`config.mk`:
```
export PLATFORM = sky130hd
export DESIGN_NAME = multichannel_fade_controller_core
export DESIGN_NICKNAME = d
export VERILOG_FILES = /design/src/rtl/mfc_pkg.sv /design/src/rtl/multichannel_fade_controller_core.sv /design/src/rtl/mfc_ram.sv
export VERILOG_INCLUDE_DIRS = /design/src /design/src/rtl
export SDC_FILE = /design/constraint.sdc
export NUM_CORES = 2
export LEC_CHECK = 0
export BUFFER_PORTS_ARGS = -buffer_cell sky130_fd_sc_hd__buf_2
export CAP_MARGIN = 5
export CORE_MARGIN = 2
export CORE_UTILIZATION = 40
export CTS_CLUSTER_SIZE = 8
export DETAILED_ROUTE_END_ITERATION = 8
export HOLD_SLACK_MARGIN = 0.12
export PLACE_DENSITY = 0.63
export SYNTH_ARGS = -nofsm -noshare
export SYNTH_HDL_FRONTEND = slang
export SYNTH_HIERARCHICAL = 1
export SYNTH_SLANG_ARGS = --single-unit
export TNS_END_PERCENT = 30
```
`constraint.sdc`:
```
create_clock -name clk -period 12.6 [get_ports clk]
set_input_delay 1.89 -clock clk [delete_from_list [all_inputs] [get_ports clk]]
set_output_delay 1.89 -clock clk [all_outputs]
set_load 0.05 [all_outputs]
```
`src/rtl/multichannel_fade_controller_core_macros.svh`:
```
// assertion macros for the fade controller
`ifndef MULTICHANNEL_FADE_CONTROLLER_CORE_MACROS_SVH
`define MULTICHANNEL_FADE_CONTROLLER_CORE_MACROS_SVH
// implication checked on every clock edge outside reset
`define MFC_ASSERT_IMP(label, ante, cons) \
    label: assert property (@(posedge clk) disable iff (!rst_n) (ante) |-> (cons)) \
        else $error("assertion failed");
// next-cycle implication
`define MFC_ASSERT_NEXT(label, ante, cons) \
    label: assert property (@(posedge clk) disable iff (!rst_n) (ante) |=> (cons)) \
        else $error("assertion failed");
`endif

```
`src/rtl/mfc_pkg.sv`:
```
// ---------------------------------------------------------------------------
// mfc_pkg
// types and constants of the multichannel fade controller
// ---------------------------------------------------------------------------
`timescale 1ns / 1ps
package mfc_pkg;
    localparam int CHANNELS = 13;
    localparam int CH_W = (CHANNELS > 1) ? $clog2(CHANNELS) : 1;
    localparam logic [16:0] FULL_ATT = 17'h10000;
    localparam int ENT_W = 28;   // fade_step (11) + attenuation (17)

    localparam logic [2:0] K_TICK = 3'd0;
    localparam logic [2:0] K_FIN = 3'd1;
    localparam logic [2:0] K_FHOLD = 3'd2;
    localparam logic [2:0] K_FSTOP = 3'd3;
    localparam logic [2:0] K_EVADE = 3'd4;
    localparam logic [2:0] K_START = 3'd5;
    localparam logic [2:0] K_VIEW = 3'd6;

    localparam logic [1:0] R_VDL = 2'd0;
    localparam logic [1:0] R_VDS = 2'd1;
    localparam logic [1:0] R_WDL = 2'd2;
    localparam logic [1:0] R_WDS = 2'd3;

    typedef struct packed {
        logic [2:0] kind;
        logic [1:0] rate_sel;
        logic       song_running;
        logic       song_loaded;
        logic       voice_streaming;
        logic       enable;
    } in_word_t;

    typedef struct packed {
        logic [3:0]  channel;
        logic [16:0] volume;
        logic        last;
        logic        accepted;
        logic        all_faded;
        logic        song_done;
        logic [8:0]  slowdown;
    } out_word_t;

    function automatic logic [9:0] fade_in_rate(input logic [1:0] s);
        unique case (s)
            2'd0: fade_in_rate = 10'd655;
            2'd1: fade_in_rate = 10'd218;
            default: fade_in_rate = 10'd131;
        endcase
    endfunction

    function automatic logic [10:0] fade_out_rate(input logic [1:0] s);
        unique case (s)
            2'd0: fade_out_rate = 11'd1310;
            2'd1: fade_out_rate = 11'd655;
            2'd2: fade_out_rate = 11'd218;
            default: fade_out_rate = 11'd131;
        endcase
    endfunction

    // clamped ramp toward level or zero
    function automatic logic [16:0] ramp(input logic [16:0] v, input logic up,
                                         input logic [16:0] level, input logic [11:0] step);
        logic [17:0] s;
        s = {1'b0, v} + {6'd0, step};
        if (up)
        begin
            if (v < level)
                ramp = (s > {1'b0, level}) ? level : s[16:0];
            else
                ramp = v;
        end
        else
            ramp = (v > {5'd0, step}) ? v - {5'd0, step} : 17'd0;
    endfunction
endpackage

```
`src/rtl/multichannel_fade_controller_core.sv`:
```
// ---------------------------------------------------------------------------
// multichannel_fade_controller_core
// fade engine for the music channels, per-channel state in block ram
// ---------------------------------------------------------------------------
//  channel   direction  handshake       word
//  in        input      valid / stall   in_word_t command or tick
//  out       output     valid / stall   out_word_t per-channel volume
//  cfg       input      valid / ready   register index and data
//
// the channel state (fade step, attenuation) and the master volumes sit in
// two rams; every item is a walk over the channels. valid bits read as zero
// until a channel is written. a running tick takes three walks (any-step scan,
// update plus or-reduce, volume write) and a command one or two. the input
// stalls until the last walk of an item ends. a stall on the output holds
// the walk in place.
`timescale 1ns / 1ps
`include "multichannel_fade_controller_core_macros.svh"
module multichannel_fade_controller_core (
    input  logic                clk,
    input  logic                rst_n,
    input  logic                in_valid,
    output logic                in_stall,
    input  mfc_pkg::in_word_t   in_data,
    output logic                out_valid,
    input  logic                out_stall,
    output mfc_pkg::out_word_t  out_data,
    input  logic                cfg_valid,
    output logic                cfg_ready,
    input  logic [1:0]          cfg_index,
    input  logic [16:0]         cfg_data
);
    import mfc_pkg::*;

    localparam logic [2:0] S_IDLE = 3'd0;
    localparam logic [2:0] S_SCAN = 3'd1;   // tick: look for any fade step
    localparam logic [2:0] S_UPD = 3'd2;    // update channel state
    localparam logic [2:0] S_EMIT = 3'd3;   // write volumes on running tick, emit words

    logic [2:0] state_reg, state_next;
    in_word_t cmd_reg;
    logic [CH_W:0] idx_reg;       // read address walker
    logic          rv_reg;        // read data valid this cycle
    logic [CH_W-1:0] ridx_reg;    // channel of read data

    // config registers
    logic [16:0] vdl_reg, wdl_reg;
    logic [11:0] vds_reg, wds_reg;

    // global state
    logic [CHANNELS-1:0] mask_reg, valid_reg, mvalid_reg;
    logic [9:0]  fin_reg;
    logic [1:0]  pend_reg;
    logic        stop_reg, hold_reg, view_reg, eva_reg;
    logic [16:0] vduck_reg, wduck_reg;
    logic [8:0]  evc_reg;
    logic        any_reg, orv_reg, acc_reg, done_reg;

    // ram ports
    logic we, mwe;
    logic [ENT_W-1:0] wdata, rdata;
    logic [16:0] mwdata, mrdata;
    logic [CH_W-1:0] raddr;

    assign cfg_ready = (state_reg == S_IDLE);
    assign in_stall = (state_reg != S_IDLE);

    mfc_ram #(.WIDTH(ENT_W), .DEPTH(CHANNELS)) u_state (
        .clk(clk), .we(we), .waddr(ridx_reg), .wdata(wdata),
        .raddr(raddr), .rdata(rdata));
    mfc_ram #(.WIDTH(17), .DEPTH(CHANNELS)) u_vol (
        .clk(clk), .we(mwe), .waddr(ridx_reg), .wdata(mwdata),
        .raddr(raddr), .rdata(mrdata));

    // decoded read data
    logic [10:0] stp;
    logic [16:0] att, mvol;
    logic        chmask;
    assign stp = valid_reg[ridx_reg] ? rdata[27:17] : 11'd0;
    assign att = valid_reg[ridx_reg] ? rdata[16:0] : 17'd0;
    assign mvol = mvalid_reg[ridx_reg] ? mrdata : 17'd0;
    assign chmask = mask_reg[ridx_reg];

    // decisions taken at accept
    logic full, acc_cmd, emit_ok, walk_adv, wlast;
    assign full = &mask_reg;
    always_comb
    begin
        unique case (in_data.kind)
            K_TICK: acc_cmd = 1'b1;
            K_FIN: acc_cmd = !stop_reg;
            K_FHOLD, K_EVADE: acc_cmd = in_data.song_loaded && !full;
            K_FSTOP: acc_cmd = in_data.song_loaded && (!full || fin_reg != 10'd0);
            K_START: acc_cmd = in_data.song_loaded;
            K_VIEW: acc_cmd = 1'b1;
            default: acc_cmd = 1'b0;
        endcase
    end

    // per-channel update during the update walk
    logic [10:0] nstp;
    logic [16:0] natt;
    logic [17:0] asum;
    logic        nmask;
    logic [16:0] duck, amax;
    always_comb
    begin
        nstp = stp;
        natt = att;
        nmask = chmask;
        asum = {1'b0, att} + {7'd0, stp};
        unique case (cmd_reg.kind)
            K_TICK:
            begin
                if (any_reg)
                begin
                    if (stp != 11'd0)
                    begin
                        if (asum >= {1'b0, FULL_ATT})
                        begin
                            natt = FULL_ATT;
                            nstp = 11'd0;
                            nmask = 1'b1;
                        end
                        else
                            natt = asum[16:0];
                    end
                end
                else if (fin_reg != 10'd0)
                    natt = ({7'd0, fin_reg} >= att) ? 17'd0 : att - {7'd0, fin_reg};
            end
            K_FIN:
            begin
                nstp = 11'd0;
                nmask = 1'b0;
            end
            K_FHOLD, K_FSTOP:
                if (!chmask)
                    nstp = fade_out_rate(cmd_reg.rate_sel);
            K_EVADE:
                if (ridx_reg == CH_W'(2) || ridx_reg == CH_W'(3))
                    nstp = 11'd43;
                else if (ridx_reg >= CH_W'(4) && !chmask)
                    nstp = 11'd81;
            K_START:
            begin
                nstp = 11'd0;
                nmask = 1'b0;
                // a deferred fade-in was armed at accept: start fully faded
                natt = (fin_reg != 10'd0) ? FULL_ATT : 17'd0;
            end
            default: ;
        endcase
    end

    assign duck = (vduck_reg <= wduck_reg) ? wduck_reg : vduck_reg;
    assign amax = (duck < att) ? att : duck;

    // walk progress: output stall holds emit
    assign emit_ok = (state_reg == S_EMIT) && rv_reg;
    assign walk_adv = !(emit_ok && out_stall);
    assign wlast = rv_reg && (ridx_reg == CH_W'(CHANNELS - 1));

    // a held word keeps reading its own entry
    assign raddr = walk_adv ? idx_reg[CH_W-1:0] : ridx_reg;

    assign we = (state_reg == S_UPD) && rv_reg;
    assign wdata = {nstp, natt};
    assign mwe = emit_ok && !out_stall && cmd_reg.kind == K_TICK
                 && cmd_reg.song_running;
    assign mwdata = (amax > FULL_ATT) ? 17'd0 : FULL_ATT - amax;

    // output word
    assign out_valid = emit_ok;
    always_comb
    begin
        out_data.channel = 4'(ridx_reg);
        out_data.volume = (cmd_reg.kind == K_TICK && cmd_reg.song_running) ? mwdata : mvol;
        out_data.last = (ridx_reg == CH_W'(CHANNELS - 1));
        out_data.accepted = acc_reg;
        out_data.all_faded = hold_reg;
        out_data.song_done = done_reg;
        out_data.slowdown = evc_reg;
    end

    // next state
    always_comb
    begin
        state_next = state_reg;
        priority case (state_reg)
            S_IDLE:
                if (in_valid)
                begin
                    if (!acc_cmd || in_data.kind == K_VIEW)
                        state_next = S_EMIT;
                    else if (in_data.kind == K_TICK)
                        state_next = in_data.song_running ? S_SCAN : S_EMIT;
                    else if (in_data.kind == K_FIN && !in_data.song_running)
                        state_next = S_EMIT;
                    else
                        state_next = S_UPD;
                end
            S_SCAN, S_UPD:
                if (wlast)
                    state_next = (state_reg == S_SCAN) ? S_UPD : S_EMIT;
            default:
                if (wlast && walk_adv)
                    state_next = S_IDLE;
        endcase
    end

    // controller registers
    always_ff @(posedge clk or negedge rst_n)
    begin
        if (!rst_n)
        begin
            state_reg <= S_IDLE;
            idx_reg <= '0;
            rv_reg <= 1'b0;
            ridx_reg <= '0;
            vdl_reg <= 17'd24576;
            vds_reg <= 12'd245;
            wdl_reg <= 17'd20480;
            wds_reg <= 12'd204;
            mask_reg <= '0;
            valid_reg <= '0;
            mvalid_reg <= '0;
            fin_reg <= '0;
            pend_reg <= '0;
            stop_reg <= 1'b0;
            hold_reg <= 1'b0;
            view_reg <= 1'b0;
            eva_reg <= 1'b0;
            vduck_reg <= '0;
            wduck_reg <= '0;
            evc_reg <= '0;
            any_reg <= 1'b0;
            orv_reg <= 1'b0;
            acc_reg <= 1'b0;
            done_reg <= 1'b0;
            cmd_reg <= '0;
        end
        else
        begin
            state_reg <= state_next;
            // config writes
            if (cfg_valid && cfg_ready)
            begin
                unique case (cfg_index)
                    R_VDL: vdl_reg <= cfg_data;
                    R_VDS: vds_reg <= cfg_data[11:0];
                    R_WDL: wdl_reg <= cfg_data;
                    default: wds_reg <= cfg_data[11:0];
                endcase
            end
            // address walk
            if (state_reg == S_IDLE)
            begin
                rv_reg <= 1'b0;
                idx_reg <= '0;
            end
            else if (walk_adv)
            begin
                if (wlast)
                begin
                    rv_reg <= 1'b0;
                    idx_reg <= '0;
                end
                else if (idx_reg < (CH_W+1)'(CHANNELS))
                begin
                    rv_reg <= 1'b1;
                    ridx_reg <= idx_reg[CH_W-1:0];
                    idx_reg <= idx_reg + 1'b1;
                end
                else
                    rv_reg <= 1'b0;
            end
            // accept a command: global effects
            if (state_reg == S_IDLE && in_valid)
            begin
                cmd_reg <= in_data;
                acc_reg <= acc_cmd;
                done_reg <= 1'b0;
                any_reg <= 1'b0;
                orv_reg <= 1'b0;
                if (acc_cmd)
                begin
                    unique case (in_data.kind)
                        K_FIN:
                        begin
                            hold_reg <= 1'b0;
                            eva_reg <= 1'b0;
                            evc_reg <= '0;
                            if (!in_data.song_running)
                                pend_reg <= (in_data.rate_sel > 2'd2) ? 2'd3
                                            : in_data.rate_sel + 2'd1;
                            else
                            begin
                                fin_reg <= fade_in_rate(in_data.rate_sel);
                                mask_reg <= '0;
                            end
                        end
                        K_FHOLD: fin_reg <= '0;
                        K_FSTOP:
                        begin
                            fin_reg <= '0;
                            stop_reg <= 1'b1;
                        end
                        K_EVADE:
                        begin
                            fin_reg <= '0;
                            eva_reg <= 1'b1;
                        end
                        K_START:
                        begin
                            if (stop_reg)
                                mvalid_reg <= '0;
                            stop_reg <= 1'b0;
                            eva_reg <= 1'b0;
                            evc_reg <= '0;
                            fin_reg <= (pend_reg != 2'd0) ? fade_in_rate(pend_reg - 2'd1)
                                       : 10'd0;
                            pend_reg <= '0;
                            mask_reg <= '0;
                            hold_reg <= 1'b0;
                        end
                        K_VIEW: view_reg <= in_data.enable;
                        default: ;
                    endcase
                end
            end
            // scan for running fade step
            if (state_reg == S_SCAN && rv_reg && stp != 11'd0)
                any_reg <= 1'b1;
            // update walk: write back and fold
            if (we)
            begin
                valid_reg[ridx_reg] <= 1'b1;
                mask_reg[ridx_reg] <= nmask;
                if (natt != 17'd0)
                    orv_reg <= 1'b1;
            end
            // end of tick update: globals
            if (state_reg == S_UPD && wlast && cmd_reg.kind == K_TICK)
            begin
                if (any_reg)
                begin
                    if ((mask_reg | (CHANNELS'(nmask) << ridx_reg)) == '1)
                    begin
                        if (stop_reg)
                        begin
                            done_reg <= 1'b1;
                            stop_reg <= 1'b0;
                        end
                        else
                            hold_reg <= 1'b1;
                    end
                    else
                        hold_reg <= 1'b0;
                end
                else
                begin
                    vduck_reg <= ramp(vduck_reg, cmd_reg.voice_streaming, vdl_reg, vds_reg);
                    if (fin_reg != 10'd0 && !orv_reg && natt == 17'd0)
                        fin_reg <= '0;
                end
                wduck_reg <= ramp(wduck_reg, view_reg, wdl_reg, wds_reg);
                if (eva_reg)
                begin
                    if (evc_reg < 9'd256)
                        evc_reg <= evc_reg + 9'd1;
                end
                else
                    evc_reg <= (evc_reg <= 9'd16) ? 9'd0 : evc_reg - 9'd16;
            end
            if (mwe)
                mvalid_reg[ridx_reg] <= 1'b1;
        end
    end

    // assertions
    `MFC_ASSERT_IMP(a_no_out_idle, state_reg == S_IDLE, !out_valid)
    `MFC_ASSERT_IMP(a_cfg_idle, cfg_valid && cfg_ready, in_stall == 1'b0)
    `MFC_ASSERT_NEXT(a_last_ends, out_valid && !out_stall && out_data.last,
                     state_reg == S_IDLE)
endmodule

```
`src/rtl/mfc_ram.sv`:
```
// ---------------------------------------------------------------------------
// mfc_ram
// generic single-port-write, registered-read ram
// ---------------------------------------------------------------------------
`timescale 1ns / 1ps
module mfc_ram #(
    parameter int WIDTH = 8,
    parameter int DEPTH = 16
) (
    input  logic                     clk,
    input  logic                     we,
    input  logic [$clog2(DEPTH)-1:0] waddr,
    input  logic [WIDTH-1:0]         wdata,
    input  logic [$clog2(DEPTH)-1:0] raddr,
    output logic [WIDTH-1:0]         rdata
);
    logic [WIDTH-1:0] mem [DEPTH];

    // write and registered read
    always_ff @(posedge clk)
    begin
        if (we)
            mem[waddr] <= wdata;
        rdata <= mem[raddr];
    end
endmodule

```
# After elaboration in Yosys (flattened, before gate mapping)
# Memories as Yosys holds them, arrays and structs flattened. A register that Yosys moved wholly into a read port is not among the register bits.
# Index checks and enable logic that the tools add are counted.
[totals]
latchBits = 0
rom_bits = 0
regBits = 180
memories = 2
ram_bits = 585
[mem_list]
columns = ["name", "words", "word_bits", "rd", "rd_clocked_by_memory_dff", "wr", "line", "source"]
rows = [
  ["u_state.mem", 13, 28, 1, 1, 1, "mfc_ram.sv:17", "logic [WIDTH-1:0] mem [DEPTH];"],
  ["u_vol.mem", 13, 17, 1, 1, 1, "mfc_ram.sv:17", ""],
]
[op_classes]
order_cmp = 18
muxes = 121
multipliers = 0
n_reduce_logical = 72
bitwise = 8
shift = 1
n_eq_ne = 30
add_sub_neg = 12
div_mod_pow = 0
[ops]
columns = ["cell", "count"]
rows = [
  ["17-bit two-way mux", 20],
  ["13-bit two-way mux", 9],
  ["11-bit two-way mux", 7],
  ["10-bit two-way mux", 7],
  ["9-bit two-way mux", 7],
  ["17-bit < comparator", 3],
  ["11-bit case mux with 4 select lines", 1],
  ["1-bit two-way mux", 40],
  ["10-bit case mux with 2 select lines", 2],
  ["13-bit OR", 3],
  ["17-bit by 12-bit adder with 18-bit output", 2],
  ["18-bit by 17-bit greater-than comparator with 1-bit output", 2],
  ["17-bit by 12-bit greater-than comparator with 1-bit output", 2],
  ["17-bit case mux with 2 select lines", 1],
  ["17-bit by 12-bit subtractor with 17-bit output", 2],
  ["11-bit case mux with 3 select lines", 1],
  ["10-bit case mux with 3 select lines", 1],
  ["13-bit case mux with 2 select lines", 1],
  ["1-bit logical AND", 22],
  ["5-bit two-way mux", 4],
  ["17-bit by 11-bit adder with 18-bit output", 1],
  ["3-bit by 2-bit equality test with 1-bit output, second input constant", 6],
  ["18-bit by 17-bit greater-or-equal comparator with 1-bit output, second input constant", 1],
  ["10-bit by 17-bit greater-or-equal comparator with 1-bit output", 1],
  ["other kinds (53)", 116],
]

# Logic depth before layout (Yosys ltp)
[logic_depth]
ltp_word = 15
depth_mapped = 34
depth_no_buf = 27

# Modules after synthesis
# Netlist, hierarchy kept.
[modules_own_cells]
columns = ["mod", "cells_each", "area_each_um2", "seq_area_each_um2", "n_inst"]
rows = [
  ["multichannel_fade_controller_core", 2239, 17992.3, 4496.8, 1],
  ["mfc_ram (u_state)", 614, 14317.5, 11491.0, 1],
  ["mfc_ram (u_vol)", 384, 8868.5, 6976.7, 1],
]

# Worst setup path before layout
# OpenSTA, ideal clock, no wires.
[synth_path]
path_kind = "register to output"
start = "register wduck_reg[13]"
end = "output out_data[19] (netlist bit)"
path_slack_ps = 2600
arrival_time_ps = 8110
stages_incl_launch_ff = 30
cell_sequence = "dfrtp_1 -> clkbuf_1 -> inv_1 -> ha_1 -> a21o_1 -> a21o_1 -> a21oi_1 -> nand2_1 -> o21ai_0 -> buf_1 -> clkbuf_1 -> buf_1 -> mux2_2 -> ha_1 -> and4_1 -> a221o_1 -> a221oi_1 -> o21ai_0 -> nor2_1 -> o21ai_0 -> o22a_1 -> clkbuf_1 -> clkbuf_1 -> buf_1 -> mux2i_1 -> ha_1 -> clkbuf_1 -> a211oi_1 -> a2111oi_0 -> a22o_1"
[synth_lines]
columns = ["item", "line", "source"]
rows = [
  ["from (decl)", "multichannel_fade_controller_core.sv:54", "logic [16:0] vduck_reg, wduck_reg;"],
  ["from (signal assigned)", "multichannel_fade_controller_core.sv:366", "wduck_reg <= ramp(wduck_reg, view_reg, wdl_reg, wds_reg);"],
  ["to (decl)", "multichannel_fade_controller_core.sv:26", "output mfc_pkg::out_word_t out_data,"],
]

==> metrics <==
clock slew at the register clock pins of the worst setup and hold paths=60 ps; fin. max-slew vios=0; post-route insts no fill=4778; critical path class=register to output port; DRT Wirelength=between 100 and 150 mm; first-pass GRT wire length=about 180 mm; Fmax=95.4 MHz; synthesized instance count=3237; Leak=17.3 nW; Setup crit end kind=output port; Buffers & Inverters on Critical Path=4; Die Area=between 100000 and 150000 sq um; htree depth=3; Ports=70; GRT Util Overall=22.2%; CTS tree=built; max_cap viols=0; asr flop ratio synth=22.1%; internal reg-to-reg setup slack=approximately 4400 ps; commonest non-fill, non-tap cell in the layout=edfxtp_1; Slowest-stage cell, CP=ha_1; # hold bufs at CTS=0; # port buffers=69; Slew Limit Headroom=16.4%; worst clock skew=47.6 ps; Starting Density=40.4%; Yosys top cell by area=edfxtp_1; Clk Latency, worst-skew pair=700 ps; status=complete, no violations; Data required, critical path=10710 ps; CP arrival=8600 ps; syn nets=3447; Max VDD drop=0.149 mV; RSZ-0062 raised after global routing=no; synth unique cells=105; Largest register FFs=364; Root Driver=clkbuf_16; largest reg by FF count=u_state/mem; predominant post-synthesis flop cell=edfxtp_1; Post-synth EDFFs=585; Routed Antenna Nets=0; Final #Nets=3535; DRT iter0 DRCs=2713; TritonCTS buffer count=112; Worst Path Max Fanout=23; crit path launch type=register; DP Wirelength=a little under 80 mm; initial antenna violation count=6; dominant delay contributor by cell family on the critical path=compound AO/OA/AOI/OAI gates; CTS Sinks=809; area share of the leading cell type in the synthesized netlist=a little over two fifths; Final Util=45.6%; DIE HEIGHT=325 microns; pin count of the biggest net entering global routing=81; vias in the first global route=around 28000; RePlAce Congestion=0.949; post-synthesis sequential area ratio=55.8%; Least-Margin Pin Slew=1220 ps; Final Hold Vio Count=0; die width=325 microns; vias per cell=5.87; largest registers=u_state/mem x364, u_vol/mem x221, u_state/rdata x28; Synth area leaders=edfxtp_1, dfrtp_1, mux4_2, ha_1, a21oi_1; Setup-failing EPs final=0; CTS resizes=0; CTS max path bufs=3; Final TNS setup=0 ps; Synth Register Bits=809; Mapped Area=41200 sq um; max incr delay on CP=570 ps; DRT Pass-1 Iters=6; worst min-delay path class=register to register; Power Total=approximately 14 mW; Final period util=83.2%; DRC Markers=0; Syn-to-layout area delta=12.8%; layout cells sized above 1=16.0%; min Tclk post-route=10490 ps; Post-Syn Area per Cell=about 13 sq um; # Post-CTS Setup Buffers=0; PD cells=291 nW/um^2; Core ar.=between 100000 and 150000 sq um; DR WL/cell=24.8 microns; yosys warns=6; total gr overflow=0; DP Cell Count=about 4600; std cell rows=117; highest-count cells in the layout ignoring fill and taps=edfxtp_1, a21oi_1, nand2_1; DR vias=28000
==> synth_stat cells (all sizes together), types with 10 or more instances <==
master and instances:
o21a 10, a21o 52, nand3 71, nor4 23, a32o 12, mux4 142, o21bai 11, nor3 58
clkbuf 102, and2 24, and3 21, o21ai 187, edfxtp 585, ha 173, inv 172, o31ai 13
nand2b 31, dfrtp 165, a21oi 211, o22ai 58, xnor2 56, or2 23, nand2 190, nor2b 25
o211ai 26, xor2 30, and4 11, nand4 27, mux2i 91, a22o 16, nor2 193, buf 66
a211oi 21, mux2 70, or3 14, dfxtp 45, a31oi 30, dfstp 14
==> through the flow <==
| step | hold WS [ps] | area, sq um | setup WS, ps |
|---|---|---|---|
| floorplan | 430 | 41200 | 2600 |
| global placement | 448 | 43200 | 2920 |
| detailed placement | 446 | 43200 | 2890 |
| CTS | 459 | 46500 | 2110 |
| global route | 464 | 46500 | 1600 |
| finish | 458 | 46500 | 2110 |
==> power by group <==
part | total (mW) | switching, mW | internal [mW] | leakage [nW]
clock network | 2.80 | 1.12 | 1.68 | 1.55
registers | 4.53 | 0.404 | 4.13 | 7.99
logic | 6.20 | 4.14 | 2.06 | 7.76
total | 13.5 | 5.67 | 7.87 | 17.3
==> final timing paths <==
path                               start  cells after the start             to
setup / recovery           wduck_reg[14]                     28   out_data[25]
hold / removal             valid_reg[11]                      1  valid_reg[11]
setup reg to reg             ridx_reg[0]                     20     fin_reg[1]
hold reg to reg            valid_reg[11]                      1  valid_reg[11]
max in group asynchronous          rst_n                      3    ridx_reg[1]
min in group asynchronous          rst_n                      1    vdl_reg[16]
==> routing by layer <==
metal  vias to the layer above  global-route usage [%]  routed length (microns)
li1                      12600                       -                        -
met1                     14200                    29.7                    50400
met2                       974                    37.1                    57400
met3                       216                    3.32                     6970
met4                         0                    7.48                     3870
met5                         -                       0                        0
==> logic make-up (layout without fill, tap and decap cells) <==
logic type      Yosys count  in the layout  synth area share, %
fa+ha+maj               183            183                 5.60
compound gates          771            771                 12.1
simple gates            743            743                 8.91
buf+inv                 342            512                 3.67
xor+xnor                 86             86                 1.83
mux                     303            303                 12.2
flops                   809            809                 55.8
other cells               0              3                    0
==> area by class of cell <==
class	count	area, sq um
fillers	9189	55400
clock buffers	189	3140
inverters	174	653
multi-input cells	2086	16900
diodes	3	7.51
well taps	1368	1710
flip-flops and latches	809	23000
clock inverters	7	126
repair buffers	142	902
(Power assumes the default switching activity.)
